**src/rtl/core/pdu_pkg.sv**
```systemverilog
// Package: shared payload types, status codes and queue sizing for the percent decoder.
package pdu_pkg;

    localparam int Q_DEPTH = 4;
    localparam int Q_AW    = $clog2(Q_DEPTH);

    localparam logic [7:0] CH_PERCENT = 8'h25;
    localparam logic [7:0] CH_SPACE   = 8'h20;
    localparam logic [7:0] CH_DEL     = 8'h7F;

    localparam logic [7:0] U8_CONT_LO = 8'h80;
    localparam logic [7:0] U8_CONT_HI = 8'hBF;
    localparam logic [7:0] U8_LEAD2_LO = 8'hC2;
    localparam logic [7:0] U8_LEAD2_HI = 8'hDF;
    localparam logic [7:0] U8_LEAD3_LO = 8'hE0;
    localparam logic [7:0] U8_LEAD3_HI = 8'hEF;
    localparam logic [7:0] U8_LEAD4_LO = 8'hF0;
    localparam logic [7:0] U8_LEAD4_HI = 8'hF4;
    localparam logic [7:0] U8_E0_MIN  = 8'hA0;
    localparam logic [7:0] U8_ED      = 8'hED;
    localparam logic [7:0] U8_ED_MAX  = 8'h9F;
    localparam logic [7:0] U8_F0_MIN  = 8'h90;
    localparam logic [7:0] U8_F4_MAX  = 8'h8F;

    typedef enum logic [2:0] {
        ST_OK         = 3'd0,
        ST_EMPTY      = 3'd1,
        ST_INCOMPLETE = 3'd2,
        ST_BAD_ESCAPE = 3'd3,
        ST_CONTROL    = 3'd4,
        ST_BAD_UTF8   = 3'd5
    } t_status;

    typedef enum logic {
        KIND_DATA   = 1'b0,
        KIND_STATUS = 1'b1
    } t_kind;

    typedef struct packed {
        logic [7:0] in_byte;
        logic       no_byte;
        logic       end_of_string;
    } t_in_item;

    typedef struct packed {
        logic       item_kind;
        logic [7:0] out_byte;
        logic [2:0] status;
        logic       final_mark;
    } t_out_item;

    typedef struct packed {
        logic       has_data;
        logic [7:0] data;
        logic       has_status;
        t_status    status;
    } t_entry;

    typedef struct packed {
        logic   push;
        t_entry entry;
    } t_push;

endpackage

```
**src/rtl/core/pdu_front.sv**
```systemverilog
// Front end: accepts encoded bytes, decodes escapes, validates UTF-8 and forms queue entries.
module pdu_front (
    input  logic              i_clk,
    input  logic              i_rst_n,
    input  logic              i_accept,
    input  pdu_pkg::t_in_item i_item,
    output pdu_pkg::t_push    o_push
);

    typedef enum logic [2:0] {
        PH_OUT = 3'b001,
        PH_HI  = 3'b010,
        PH_LO  = 3'b100
    } t_phase;

    t_phase           r_phase, n_phase;
    logic [3:0]       r_high, n_high;
    logic             r_fdb, n_fdb;
    pdu_pkg::t_status r_err, n_err;
    logic [1:0]       r_pend, n_pend;
    logic             r_expect, n_expect;
    logic [7:0]       r_lo, n_lo;
    logic [7:0]       r_hi, n_hi;
    logic             r_seen, n_seen;

    logic             hex_bad;
    logic [3:0]       hex_nib;
    logic             have_value;
    logic [7:0]       value;
    logic             u8_bad;

    function automatic logic [4:0] hex_decode(input logic [7:0] c);
        logic [4:0] r;
        r = 5'h10;
        if (c >= 8'h30 && c <= 8'h39) begin
            r = {1'b0, c[3:0]};
        end else if ((c >= 8'h61 && c <= 8'h66) || (c >= 8'h41 && c <= 8'h46)) begin
            r = {1'b0, c[3:0] + 4'd9};
        end
        return r;
    endfunction

    function automatic pdu_pkg::t_status fault(input pdu_pkg::t_status cur,
                                               input pdu_pkg::t_status code);
        pdu_pkg::t_status r;
        r = cur;
        if (cur == pdu_pkg::ST_OK || cur == pdu_pkg::ST_BAD_UTF8) begin
            r = code;
        end
        return r;
    endfunction

    assign {hex_bad, hex_nib} = hex_decode(i_item.in_byte);

    always_comb begin
        n_phase    = r_phase;
        n_high     = r_high;
        n_fdb      = r_fdb;
        n_err      = r_err;
        n_pend     = r_pend;
        n_expect   = r_expect;
        n_lo       = r_lo;
        n_hi       = r_hi;
        n_seen     = r_seen;
        have_value = 1'b0;
        value      = i_item.in_byte;
        u8_bad     = 1'b0;
        o_push     = '0;

        if (!i_item.no_byte) begin
            n_seen = 1'b1;
            unique case (r_phase)
                PH_HI: begin
                    n_fdb   = hex_bad;
                    n_high  = hex_nib;
                    n_phase = PH_LO;
                end
                PH_LO: begin
                    n_phase = PH_OUT;
                    if (r_fdb || hex_bad) begin
                        n_err = fault(n_err, pdu_pkg::ST_BAD_ESCAPE);
                    end else begin
                        value      = {r_high, hex_nib};
                        have_value = 1'b1;
                    end
                    n_fdb = 1'b0;
                end
                default: begin
                    if (i_item.in_byte == pdu_pkg::CH_PERCENT) begin
                        n_phase = PH_HI;
                    end else begin
                        n_phase    = PH_OUT;
                        have_value = 1'b1;
                    end
                end
            endcase
        end

        if (have_value) begin
            if (value < pdu_pkg::CH_SPACE || value == pdu_pkg::CH_DEL) begin
                n_err = fault(n_err, pdu_pkg::ST_CONTROL);
            end else if (n_err == pdu_pkg::ST_OK) begin
                if (r_pend == 2'd0) begin
                    if (value > pdu_pkg::CH_DEL) begin
                        n_lo = pdu_pkg::U8_CONT_LO;
                        n_hi = pdu_pkg::U8_CONT_HI;
                        if (value >= pdu_pkg::U8_LEAD2_LO && value <= pdu_pkg::U8_LEAD2_HI) begin
                            n_pend   = 2'd1;
                            n_expect = 1'b1;
                        end else if (value >= pdu_pkg::U8_LEAD3_LO &&
                                     value <= pdu_pkg::U8_LEAD3_HI) begin
                            n_pend   = 2'd2;
                            n_expect = 1'b1;
                            if (value == pdu_pkg::U8_LEAD3_LO) n_lo = pdu_pkg::U8_E0_MIN;
                            if (value == pdu_pkg::U8_ED) n_hi = pdu_pkg::U8_ED_MAX;
                        end else if (value >= pdu_pkg::U8_LEAD4_LO &&
                                     value <= pdu_pkg::U8_LEAD4_HI) begin
                            n_pend   = 2'd3;
                            n_expect = 1'b1;
                            if (value == pdu_pkg::U8_LEAD4_LO) n_lo = pdu_pkg::U8_F0_MIN;
                            if (value == pdu_pkg::U8_LEAD4_HI) n_hi = pdu_pkg::U8_F4_MAX;
                        end else begin
                            u8_bad = 1'b1;
                        end
                    end
                end else begin
                    if (r_expect) begin
                        u8_bad = (value < r_lo) || (value > r_hi);
                    end else begin
                        u8_bad = (value < pdu_pkg::U8_CONT_LO) || (value > pdu_pkg::U8_CONT_HI);
                    end
                    if (!u8_bad) begin
                        n_expect = 1'b0;
                        n_pend   = r_pend - 2'd1;
                    end
                end
                if (u8_bad) begin
                    n_err = pdu_pkg::ST_BAD_UTF8;
                end
            end
            if (n_err == pdu_pkg::ST_OK) begin
                o_push.entry.has_data = 1'b1;
                o_push.entry.data     = value;
            end
        end

        if (i_item.end_of_string) begin
            if (!n_seen) begin
                n_err = pdu_pkg::ST_EMPTY;
            end else begin
                if (n_phase == PH_HI || n_phase == PH_LO) begin
                    n_err = fault(n_err, pdu_pkg::ST_INCOMPLETE);
                end
                if (n_err == pdu_pkg::ST_OK && n_pend != 2'd0) begin
                    n_err = pdu_pkg::ST_BAD_UTF8;
                end
            end
            o_push.entry.has_status = 1'b1;
            o_push.entry.status     = n_err;
            n_phase  = PH_OUT;
            n_high   = '0;
            n_fdb    = 1'b0;
            n_err    = pdu_pkg::ST_OK;
            n_pend   = 2'd0;
            n_expect = 1'b0;
            n_lo     = pdu_pkg::U8_CONT_LO;
            n_hi     = pdu_pkg::U8_CONT_HI;
            n_seen   = 1'b0;
        end

        o_push.push = i_accept && (o_push.entry.has_data || o_push.entry.has_status);
    end

    always_ff @(posedge i_clk) begin
        if (!i_rst_n) begin
            r_phase  <= PH_OUT;
            r_high   <= '0;
            r_fdb    <= 1'b0;
            r_err    <= pdu_pkg::ST_OK;
            r_pend   <= 2'd0;
            r_expect <= 1'b0;
            r_lo     <= pdu_pkg::U8_CONT_LO;
            r_hi     <= pdu_pkg::U8_CONT_HI;
            r_seen   <= 1'b0;
        end else if (i_accept) begin
            r_phase  <= n_phase;
            r_high   <= n_high;
            r_fdb    <= n_fdb;
            r_err    <= n_err;
            r_pend   <= n_pend;
            r_expect <= n_expect;
            r_lo     <= n_lo;
            r_hi     <= n_hi;
            r_seen   <= n_seen;
        end
    end

endmodule

```
**src/rtl/core/pdu_queue.sv**
```systemverilog
// Queue: small FIFO of classified entries between front and back.
module pdu_queue (
    input  logic            i_clk,
    input  logic            i_rst_n,
    input  pdu_pkg::t_push  i_push,
    input  logic            i_pop,
    output logic            o_full,
    output logic            o_empty,
    output pdu_pkg::t_entry o_head
);

    pdu_pkg::t_entry             r_mem [pdu_pkg::Q_DEPTH];
    logic [pdu_pkg::Q_AW-1:0]    r_wr, r_rd;
    logic [pdu_pkg::Q_AW:0]      r_cnt, n_cnt;

    assign o_full  = (r_cnt == (pdu_pkg::Q_AW+1)'(pdu_pkg::Q_DEPTH));
    assign o_empty = (r_cnt == '0);
    assign o_head  = r_mem[r_rd];

    always_comb begin
        n_cnt = r_cnt;
        if (i_push.push && !i_pop) n_cnt = r_cnt + 1'b1;
        if (!i_push.push && i_pop) n_cnt = r_cnt - 1'b1;
    end

    always_ff @(posedge i_clk) begin
        if (i_push.push) begin
            r_mem[r_wr] <= i_push.entry;
        end
    end

    always_ff @(posedge i_clk) begin
        if (!i_rst_n) begin
            r_wr  <= '0;
            r_rd  <= '0;
            r_cnt <= '0;
        end else begin
            if (i_push.push) r_wr <= r_wr + 1'b1;
            if (i_pop) r_rd <= r_rd + 1'b1;
            r_cnt <= n_cnt;
        end
    end

endmodule

```
**src/rtl/core/pdu_back.sv**
```systemverilog
// Back end: splits queue entries into data and status results and holds the output register.
module pdu_back (
    input  logic               i_clk,
    input  logic               i_rst_n,
    input  logic               i_empty,
    input  pdu_pkg::t_entry    i_head,
    output logic               o_pop,
    input  logic               i_out_stall,
    output logic               o_out_valid,
    output pdu_pkg::t_out_item o_out_item
);

    logic               r_valid, n_valid;
    pdu_pkg::t_out_item r_item, n_item;
    logic               r_spend, n_spend;
    pdu_pkg::t_status   r_stat, n_stat;
    logic               load;

    function automatic pdu_pkg::t_out_item status_item(input pdu_pkg::t_status st);
        pdu_pkg::t_out_item r;
        r.item_kind  = pdu_pkg::KIND_STATUS;
        r.out_byte   = '0;
        r.status     = st;
        r.final_mark = 1'b1;
        return r;
    endfunction

    assign load = !r_valid || !i_out_stall;

    always_comb begin
        n_valid = r_valid;
        n_item  = r_item;
        n_spend = r_spend;
        n_stat  = r_stat;
        o_pop   = 1'b0;
        if (load) begin
            n_valid = 1'b0;
            if (r_spend) begin
                n_valid = 1'b1;
                n_item  = status_item(r_stat);
                n_spend = 1'b0;
            end else if (!i_empty) begin
                o_pop   = 1'b1;
                n_valid = 1'b1;
                if (i_head.has_data) begin
                    n_item.item_kind  = pdu_pkg::KIND_DATA;
                    n_item.out_byte   = i_head.data;
                    n_item.status     = pdu_pkg::ST_OK;
                    n_item.final_mark = 1'b0;
                    n_spend           = i_head.has_status;
                    n_stat            = i_head.status;
                end else begin
                    n_item = status_item(i_head.status);
                end
            end
        end
    end

    always_ff @(posedge i_clk) begin
        r_item <= n_item;
        r_stat <= n_stat;
    end

    always_ff @(posedge i_clk) begin
        if (!i_rst_n) begin
            r_valid <= 1'b0;
            r_spend <= 1'b0;
        end else begin
            r_valid <= n_valid;
            r_spend <= n_spend;
        end
    end

    assign o_out_valid = r_valid;
    assign o_out_item  = r_item;

endmodule

```
**src/rtl/core/percent_decoder_utf8_check.sv**
```systemverilog
// Top level: percent decoder with strict UTF-8 check, front end, queue and back end.
//
//  channel  direction  handshake                        payload
//  in       input      i_in_valid / o_in_stall          i_in_item  (t_in_item)
//  out      output     o_out_valid / i_out_stall        o_out_item (t_out_item)
//
// The front end takes one item per cycle while the entry queue has room; its
// per-byte escape and UTF-8 state is formed combinationally and registered per accepted item.
// An item that ends a string and also delivers a data byte yields two results, data
// then status, which the back end sends in turn; other items yield one result or none.
// Reset is synchronous and active low; the queue comes out of reset empty.
// A stall on the output fills the queue; the input stalls only when it is full.
module percent_decoder_utf8_check (
    input  logic               i_clk,
    input  logic               i_rst_n,
    input  logic               i_in_valid,
    output logic               o_in_stall,
    input  pdu_pkg::t_in_item  i_in_item,
    output logic               o_out_valid,
    input  logic               i_out_stall,
    output pdu_pkg::t_out_item o_out_item
);

    pdu_pkg::t_push  push;
    pdu_pkg::t_entry head;
    logic            full, empty, pop;

    assign o_in_stall = full;

    pdu_front u_front (
        .i_clk    (i_clk),
        .i_rst_n  (i_rst_n),
        .i_accept (i_in_valid && !full),
        .i_item   (i_in_item),
        .o_push   (push)
    );

    pdu_queue u_queue (
        .i_clk   (i_clk),
        .i_rst_n (i_rst_n),
        .i_push  (push),
        .i_pop   (pop),
        .o_full  (full),
        .o_empty (empty),
        .o_head  (head)
    );

    pdu_back u_back (
        .i_clk       (i_clk),
        .i_rst_n     (i_rst_n),
        .i_empty     (empty),
        .i_head      (head),
        .o_pop       (pop),
        .i_out_stall (i_out_stall),
        .o_out_valid (o_out_valid),
        .o_out_item  (o_out_item)
    );

endmodule

```
**config.mk**
```make
export PLATFORM = sky130hd
export DESIGN_NAME = percent_decoder_utf8_check
export DESIGN_NICKNAME = d
export VERILOG_FILES = /design/src/rtl/core/pdu_pkg.sv /design/src/rtl/core/pdu_front.sv /design/src/rtl/core/pdu_queue.sv /design/src/rtl/core/pdu_back.sv /design/src/rtl/core/percent_decoder_utf8_check.sv
export SDC_FILE = /design/constraint.sdc
export NUM_CORES = 1
export LEC_CHECK = 0
export ABC_AREA = 1
export BUFFER_PORTS_ARGS = -buffer_cell sky130_fd_sc_hd__buf_2
export CORE_MARGIN = 4
export CORE_UTILIZATION = 40
export CTS_CLUSTER_DIAMETER = 80
export CTS_CLUSTER_SIZE = 24
export DETAILED_ROUTE_END_ITERATION = 10
export GPL_TIMING_DRIVEN = 0
export SLEW_MARGIN = 20
export SYNTH_ARGS = -nofsm -noshare
export SYNTH_HDL_FRONTEND = slang
export SYNTH_HIERARCHICAL = 1
export SYNTH_SLANG_ARGS = --single-unit
```
**constraint.sdc**
```tcl
create_clock -name i_clk -period 8.62 [get_ports i_clk]
set_input_delay 0.862 -clock i_clk [delete_from_list [all_inputs] [get_ports i_clk]]
set_output_delay 0.862 -clock i_clk [all_outputs]
set_load 0.01 [all_outputs]
```
==> results.yml, run 1 <==
cts:
  cts_buffers: 9
  cts.repair.resized: 0
  ctsLongestPathBuffers: 2
  clkLatencyLatePin_ps: 350
  ctsHoldBuffers: 0
  clk_pin_slew_ps: 60
  cts.sinks: 97
  cts_tree: "built"
  cts_setup_buffers: 0
  cts_max_level: 3
  cts-root-buf: "clkbuf_16"
timing:
  clock_skew_ps: 11.0
  finalCritPeriodShare: 0.541
  finalHoldViolCount: 0
  slew_headroom: 0.451
  final_max_slew_viol_count: 0
  rsz0062_at_grt: "false"
  final-setup-viol-count: 0
  finalSetupTns_ps: 0
  fin_crit_ps: 4670
  max_freq_ghz: 0.214
  tightest_slew_ps: 817
drt:
  vias_per_cell: 4.89
  wire_per_inst_um: 13.8
  drt-met1-wl_mm: 4.81
  wl_mm: 10.8
  wl_met2_mm: 5.33
  via_count: 3843
  first_pass_iters: 6
  wl_met3_um: 510
  top_layer: "met4"
  drc: 0
  drt_iter0_drc: 308
  antenna_left: 0
outcome:
  status: "complete, no violations"
finish:
  drive_gt1_frac: 0.176
  area_growth_pct: 12.8
  fill_cells: 1203
  fin_util: 0.459
  multi_input_area_sq_um: 2030
  finalNetCount: 636
  seq_area_sq_um: 2610
  n_antenna_cell: 0
synth:
  synth-edff-count: 67
  synth_warnings: 6
  ys.flop_type: "edfxtp_1"
  ys_types: 44
  synth-seq-cells: 97
  synth_seq_area_share: 0.512
  syn-cell-area_sq_um: 5110
  synthArstFlopShare: 0
  synthXorXnorAreaFrac: 0.00686
  synth_fp_nets: 598
  synth.mux.area_fraction: 0
  synth-compound-area-share: 0.128
  synth_simple_gate_area_share: 0.227
  syn_avg_cell_area_sq_um: 8.94
  synth_fa_ha_area_frac: 0.0333
  synthCells: 571
  synth_top_family_by_area: "simple AND/OR/NAND/NOR gates"
power:
  power.density_nw_per_um2: 262
  leakage_nw: 2.40
  peakVddDrop_uv: 115
critical_path:
  setup.worst_path.start: "i_in_item[3]"
  crit_path_frequent_cell: "inv_1"
  cp-end-kind: "flop"
  cp-start-kind: "primary input"
  crit_type: "primary input to flop"
  rr_startpoint: "u_front/r_phase[0]"
  cp_slowest_stage_delay_ps: 410
  arrival_ps: 4940
  cp.required_ps: 8890
  crit_path_top_delay_cell: "fa_1"
  path_max_fanout: 10
global_route:
  antenna_found_initial: 0
  grt_first_pass_wirelength_mm: 18.1
  grt_max_degree: 18
  gr-usage-all-layers: 0.157
  grt_overflow: 0
  grt_pass1_vias: 3726
floorplanning:
  dieArea_sq_um: 14600
  rows: 41
  die_w_um: 121
  io_pins: 29
  start_util: 0.406
  die_height_um: 121
  design.core.area_sq_um: 12600
worst_hold_path:
  holdCritStartpoint: "u_queue/r_rd[1]"
  hold_path.class: "flop to flop"
placement:
  gp_congestion: 0.949
  dpl.hpwl_mm: 8.03
  portBuffers: 27
flow_run:
  cap_violations: 0
layer usage:
layer	vias up	GRT usage
met5	-	0
met2	87	0.265
met3	11	0.0452
met4	0	0.0404
met1	1752	0.197
li1	1993	-
synthesized netlist by cell type, types with 3 or more instances:
| cell | number | share of area |
|---|---|---|
| a21oi_1 | 36 | 0.035 |
| buf_4 | 3 | 0.0044 |
| clkbuf_1 | 4 | 0.0029 |
| dfxtp_1 | 30 | 0.12 |
| edfxtp_1 | 67 | 0.39 |
| ha_1 | 12 | 0.029 |
| inv_1 | 76 | 0.056 |
| inv_2 | 11 | 0.0081 |
| nand2_1 | 93 | 0.068 |
| nand2_2 | 12 | 0.015 |
| nand2_4 | 5 | 0.011 |
| nand3_1 | 31 | 0.030 |
| nand3_2 | 3 | 0.0059 |
| nand4_1 | 9 | 0.011 |
| nor2_1 | 68 | 0.050 |
| nor2_2 | 6 | 0.0074 |
| nor2_4 | 4 | 0.0088 |
| nor3_1 | 5 | 0.0049 |
| o21ai_0 | 37 | 0.036 |
| o21ai_1 | 7 | 0.0069 |
| o21ai_2 | 6 | 0.010 |
| o22ai_1 | 16 | 0.020 |
| xnor2_1 | 3 | 0.0051 |
stage by stage:
stage                     worst slack (ps)  cell area [sq um]  power, mW  hold WS, ps  instances
final                                 3950               5760       1.51          444        786
after global routing                  3630               5760       1.62          476        786
after CTS                             3980               5760       1.53          449        786
after detailed placement              3610               5460       1.12          439        770
after global placement                3770               5460       1.11          429        770
after floorplan                       4300               5110      0.983          412        571
worst max-delay path: cells and delay by family:
| kind | cells | cell delay [ps] |
|---|---|---|
| AOI/OAI and AO/OA | 5 | 1040 |
| buffers and inverters | 6 | 690 |
| and+or+nand+nor | 12 | 1170 |
| adders and majority gates | 4 | 1140 |
power by group:
| group | internal [mW] | switching, mW |
|---|---|---|
| Sequential | 0.602 | 0.0271 |
| Combinational | 0.167 | 0.311 |
| Clock | 0.229 | 0.173 |
flip-flops by register name (all words and copies together), names as in the netlist, named ones only:
signal / flops
u_front/r_seen: 1
u_front/r_expect: 1
u_front/r_pend: 2
u_front/r_fdb: 1
u_front/r_high: 4
u_queue/r_wr: 2
u_queue/r_rd: 2
u_back/o_out_item: 12
u_back/o_out_valid: 1
u_back/r_spend: 1
u_front/r_err: 3
u_queue/r_mem: 52
u_front/r_phase: 3
u_front/r_lo: 2
u_front/r_hi: 2
u_back/r_stat: 3
u_queue/r_cnt: 3
cell usage in the layout (no fill, tap or decap), types with 2 or more instances in the layout:
| cell type | count |
|---|---|
| a21oi_2 | 2 |
| a21oi_1 | 35 |
| o21ai_1 | 7 |
| edfxtp_1 | 67 |
| inv_6 | 2 |
| buf_4 | 3 |
| o22ai_1 | 16 |
| inv_1 | 76 |
| nand3_1 | 31 |
| nand4_1 | 9 |
| o21ai_2 | 6 |
| nand2_1 | 93 |
| buf_12 | 2 |
| inv_8 | 2 |
| nor2_1 | 68 |
| nand3_2 | 3 |
| xnor2_1 | 3 |
| a32oi_1 | 2 |
| nand3_4 | 2 |
| dfxtp_1 | 30 |
| buf_8 | 2 |
| nor2_4 | 4 |
| nand2_4 | 5 |
| o21ai_0 | 37 |
| nor2_2 | 6 |
| inv_2 | 11 |
| a211oi_1 | 2 |
| clkbuf_16 | 9 |
| ha_1 | 12 |
| nand2_2 | 12 |
| nor3_1 | 5 |
| buf_2 | 29 |
| clkbuf_1 | 5 |
cells by family after synthesis:
group	Yosys count
buf+inv	103
simple gates	242
xor+xnor	4
compound gates	112
fa+ha+maj	13
flops	97
worst paths after layout:
kind	end	slack (ps)	cells after the start
worst min register to register	flop	440	1
worst max register to register	u_queue/r_cnt[1]	4560	23
worst min-delay path	flop	440	1
worst max-delay path	u_queue/r_cnt[1]	3950	27
final cells by class:
type	instances	share of cell area
flip-flops and latches	97	0.453
multi-input cells	371	0.351
inverters	89	0.0597
clock buffers	10	0.0397
well taps	172	0.0373
repair buffers	27	0.0234
plain buffers	14	0.0224
clock inverters	6	0.0126
(Power assumes the default switching activity.)
==> run 2, diff against run 1 <==
==> constraint.sdc (replaced) <==
create_clock -name i_clk -period 4.2 [get_ports i_clk]
set_input_delay 0.42 -clock i_clk [delete_from_list [all_inputs] [get_ports i_clk]]
set_output_delay 0.42 -clock i_clk [all_outputs]
set_load 0.01 [all_outputs]
==> results.yml, run 2 (same netlist as run 1, synthesis figures left out) <==
critical_path:
  path_max_fanout: 10
  arrival_ps: 4180
  setup.worst_path.start: "i_in_item[3]"
  crit_end: "u_queue/r_cnt[1]"
  cp-end-kind: "flop"
  reg2reg_slack_ps: 440
  cp-start-kind: "primary input"
  crit_type: "primary input to flop"
  reg2regPathDepth: 23
  reg2reg_to: "u_queue/r_cnt[1]"
  rr_startpoint: "u_front/r_phase[0]"
  cp.required_ps: 4470
drt:
  antenna_left: 0
  vias_per_cell: 4.98
  via_count: 3916
  wire_per_inst_um: 13.8
  drt_iter0_drc: 302
  drc: 0
  first_pass_iters: 5
  wl_mm: 10.9
floorplanning:
  die_height_um: 121
  io_pins: 29
  dieArea_sq_um: 14600
  die_w_um: 121
  design.core.area_sq_um: 12600
  start_util: 0.406
  rows: 41
finish:
  fill_cells: 1203
  layout_commonest_cell: "nand2_1"
  drive_gt1_frac: 0.179
  final_cell_mix: "93 x nand2_1, 76 x inv_1, 68 x nor2_1"
  largest_reg_flops: 52
  n_antenna_cell: 0
  multi_input_area_sq_um: 2040
  finalNetCount: 637
  final_cells: 787
  regMostFlops: "u_queue/r_mem"
  seq_area_sq_um: 2610
  area_growth_pct: 13.4
timing:
  max_freq_ghz: 0.256
  slew_headroom: 0.448
  finalHoldViolCount: 0
  finalCritPeriodShare: 0.931
  fin_crit_ps: 3910
  hold_ws_ps: 285
  rsz0062_at_grt: "false"
  final_max_slew_viol_count: 0
  clock_skew_ps: 11.1
  tightest_slew_ps: 821
  final-setup-viol-count: 0
power:
  power.density_nw_per_um2: 536
  leakage_nw: 2.41
  peakVddDrop_uv: 235
flow_run:
  cap_violations: 0
global_route:
  grt_busiest_layer: "met2"
  grt_overflow: 0
  grt_max_degree: 18
  gr-usage-met1: 0.198
  use_met3: 0.0443
  antenna_found_initial: 0
  grt_use_met2: 0.266
  grt_pass1_vias: 3727
  gr-usage-all-layers: 0.157
  grt_first_pass_wirelength_mm: 18.1
cts:
  ctsHoldBuffers: 0
  cts.sinks: 97
  clk_pin_slew_ps: 60
  clkLatencyLatePin_ps: 350
  cts_tree: "built"
  cts_buffers: 9
  ctsLongestPathBuffers: 2
  cts-root-buf: "clkbuf_16"
  cts_max_level: 3
placement:
  portBuffers: 27
  dp_cells: 770
  dpl.hpwl_mm: 8.03
  gp_congestion: 0.949
worst_hold_path:
  whs_path_depth: 1
  hold_path.class: "primary input to flop"
outcome:
  status: "complete, no violations"
==> run 2: what timing repair did <==
action                                  4_1_cts  5_1_grt
endpoints found under the setup margin        1       15
endpoints found under the hold margin         0        0
setup buffers                                 0        1
gates resized for setup                       1        2
pin swaps                                     0        0
==> run 2: metrics by stage <==
| step | total power, mW | utilization | cell area (sq um) | TNS (ps) | setup WS (ps) |
|---|---|---|---|---|---|
| after floorplan | 2.02 | - | 5110 | 0 | 325 |
| after global placement | 2.28 | 0.434 | 5460 | -4230 | -208 |
| after detailed placement | 2.30 | 0.434 | 5460 | -9940 | -366 |
| after CTS | 3.13 | 0.459 | 5760 | 0 | 122 |
| after global routing | 3.33 | 0.461 | 5790 | 0 | 5.60 |
| final | 3.10 | 0.461 | 5790 | 0 | 290 |
==> run 2: area by class of cell <==
| type | instances | area share |
|---|---|---|
| plain buffers | 14 | 0.0223 |
| clock buffers | 10 | 0.0396 |
| clock inverters | 6 | 0.0125 |
| inverters | 89 | 0.0594 |
| multi-input cells | 371 | 0.353 |
| flip-flops and latches | 97 | 0.451 |
| well taps | 172 | 0.0372 |
| repair buffers | 28 | 0.0246 |
==> run 2: worst max-delay path: stages <==
cell and delay, ps:
buf_2 110, inv_1 130, ha_1 210, nand2_1 100, nand3_4 110, nand2_4 80, nand2_4 100, nand3_4 90
buf_12 160, o21ai_4 200, ha_1 280, a21oi_1 160, nand2_1 60, nand2_1 60, nand2_1 80, nand2_2 90
nand3_2 80, nand2_2 90, nand3_1 90, o21ai_2 160, nand4_4 110, a21oi_4 190, inv_1 120, ha_1 230
inv_1 90, fa_1 410, a21oi_1 150
==> run 2: report_power, final <==
part / internal (mW) / switching (mW) / total [mW]
clock: 0.470 / 0.352 / 0.822
sequential: 1.24 / 0.0559 / 1.29
combinational: 0.346 / 0.644 / 0.990
total: 2.05 / 1.05 / 3.10
==> run 2: metal layers <==
layer,up-vias,part of all wire
met1,1793,0.44
met4,0,0.015
li1,1997,-
met2,115,0.49
met3,11,0.051
met5,-,0
==> run 2: worst min-delay path by stage <==
stage,from,end
after floorplan,u_queue/r_rd[1],flop
after global placement,u_queue/r_rd[1],u_queue/r_rd[1]
after detailed placement,u_queue/r_rd[1],flop
after CTS,i_in_item[0],u_queue/r_mem[1][3]
after global routing,i_in_item[0],u_queue/r_mem[1][3]
final,i_in_item[0],u_queue/r_mem[1][3]
==> run 3, diff against run 2 <==
--- a/config.mk
+++ b/config.mk
@@ -7,7 +7,6 @@
 export LEC_CHECK = 0
 export ABC_AREA = 1
 export BUFFER_PORTS_ARGS = -buffer_cell sky130_fd_sc_hd__buf_2
-export CORE_MARGIN = 4
 export CORE_UTILIZATION = 40
 export CTS_CLUSTER_DIAMETER = 80
 export CTS_CLUSTER_SIZE = 24
==> results.yml, run 3 (same netlist as run 1, synthesis figures left out) <==
outcome:
  status: "complete, no violations"
cts:
  cts_max_level: 3
  cts_tree: "built"
  ctsLongestPathBuffers: 2
  clkLatencyLatePin_ps: 340
  cts.sinks: 97
  clk_pin_slew_ps: 60
  cts_buffers: 9
  cts-root-buf: "clkbuf_16"
  ctsHoldBuffers: 0
critical_path:
  path_max_fanout: 10
  cp_slowest_stage_delay_ps: 410
  cp-start-kind: "primary input"
  path_delay_family: "simple AND/OR/NAND/NOR gates"
  cp.required_ps: 4470
  crit_path_frequent_cell: "nand2_1"
  worst-path-buf-inv: 5
  arrival_ps: 4110
  crit_path_top_delay_cell: "fa_1"
  crit_type: "primary input to flop"
  cp-end-kind: "flop"
drt:
  drc: 0
  drt_iter0_drc: 246
  wl_mm: 10.8
  first_pass_iters: 5
  vias_per_cell: 5.05
  via_count: 3960
  wire_per_inst_um: 13.8
  antenna_left: 0
power:
  peakVddDrop_uv: 213
  power.density_nw_per_um2: 525
  p_total_mw: 3.03
  leakage_nw: 2.39
finish:
  drive_gt1_frac: 0.180
  largest_reg_flops: 52
  regMostFlops: "u_queue/r_mem"
  finalNetCount: 638
  layout_commonest_cell: "nand2_1"
  area_growth_pct: 12.9
  final_cell_mix: "93 x nand2_1, 76 x inv_1, 68 x nor2_1"
  n_antenna_cell: 0
timing:
  finalHoldViolCount: 0
  finalCritPeriodShare: 0.916
  setup_ws_ps: 353
  tightest_slew_ps: 811
  slew_headroom: 0.455
  final-setup-viol-count: 0
  max_freq_ghz: 0.260
  finalSetupTns_ps: 0
  final_max_slew_viol_count: 0
  clock_skew_ps: 7.54
  fin_crit_ps: 3850
floorplanning:
  dieArea_sq_um: 13200
  rows: 40
  die_w_um: 115
  design.core.area_sq_um: 12200
  start_util: 0.418
  die_height_um: 115
  io_pins: 29
placement:
  gp_congestion: 0.846
  preCtsSetupSlack_ps: -348
  portBuffers: 27
  dpl.hpwl_mm: 7.86
flow_run:
  cap_violations: 0
global_route:
  antenna_found_initial: 0
  gr-usage-all-layers: 0.176
  grt_max_degree: 18
  grt_first_pass_wirelength_mm: 17.6
  grt_overflow: 0
  grt_pass1_vias: 3681
worst_hold_path:
  hold_path.class: "primary input to flop"
## run 3: repair_timing
item | CTS | global route
gates resized for setup | 0 | 4
setup buffers | 0 | 2
endpoints found under the setup margin | 0 | 55
## run 3: metal layers
metal	GRT usage	part of all wire	wire length, um	vias to the layer above
li1	-	-	-	1996
met1	0.214	0.44	4720	1832
met2	0.305	0.49	5300	111
met3	0.0348	0.048	518	21
met4	0.0710	0.023	245	0
met5	0	0	0	-
## run 3: worst paths after layout
path	from	endpoint	slack, ps	depth (start not counted)
worst max-delay path	i_in_item[3]	u_queue/r_cnt[1]	350	27
worst min-delay path	i_in_item[0]	u_queue/r_mem[3][3]	290	1
worst max register to register	u_front/r_phase[0]	u_queue/r_cnt[1]	530	23
worst min register to register	u_queue/r_rd[1]	u_queue/r_rd[1]	450	1
## run 3: cell type report
cell class                      count  area, sq um
Buffer                             14          129
Clock buffer                       11          233
Clock inverter                      5         41.3
Fill cell                        1183         6440
Inverter                           89          344
Multi-Input combinational cell    371         2050
Sequential cell                    97         2610
Tap cell                          168          210
Timing Repair Buffer               29          150
## run 3: power by group
part | internal, mW | switching (mW) | leakage (nW) | total (mW)
clock network | 0.408 | 0.342 | 0.132 | 0.750
registers | 1.24 | 0.0557 | 0.878 | 1.29
logic | 0.347 | 0.641 | 1.38 | 0.988
## run 3: per-stage QoR
stage               cells  instance area, sq um   util  hold WS, ps
floorplan             571                  5110      -          412
finish                784                  5770  0.472          286
CTS                   782                  5730  0.469          275
global placement      766                  5450  0.447          431
detailed placement    766                  5450  0.447          430
global route          784                  5770  0.472          275
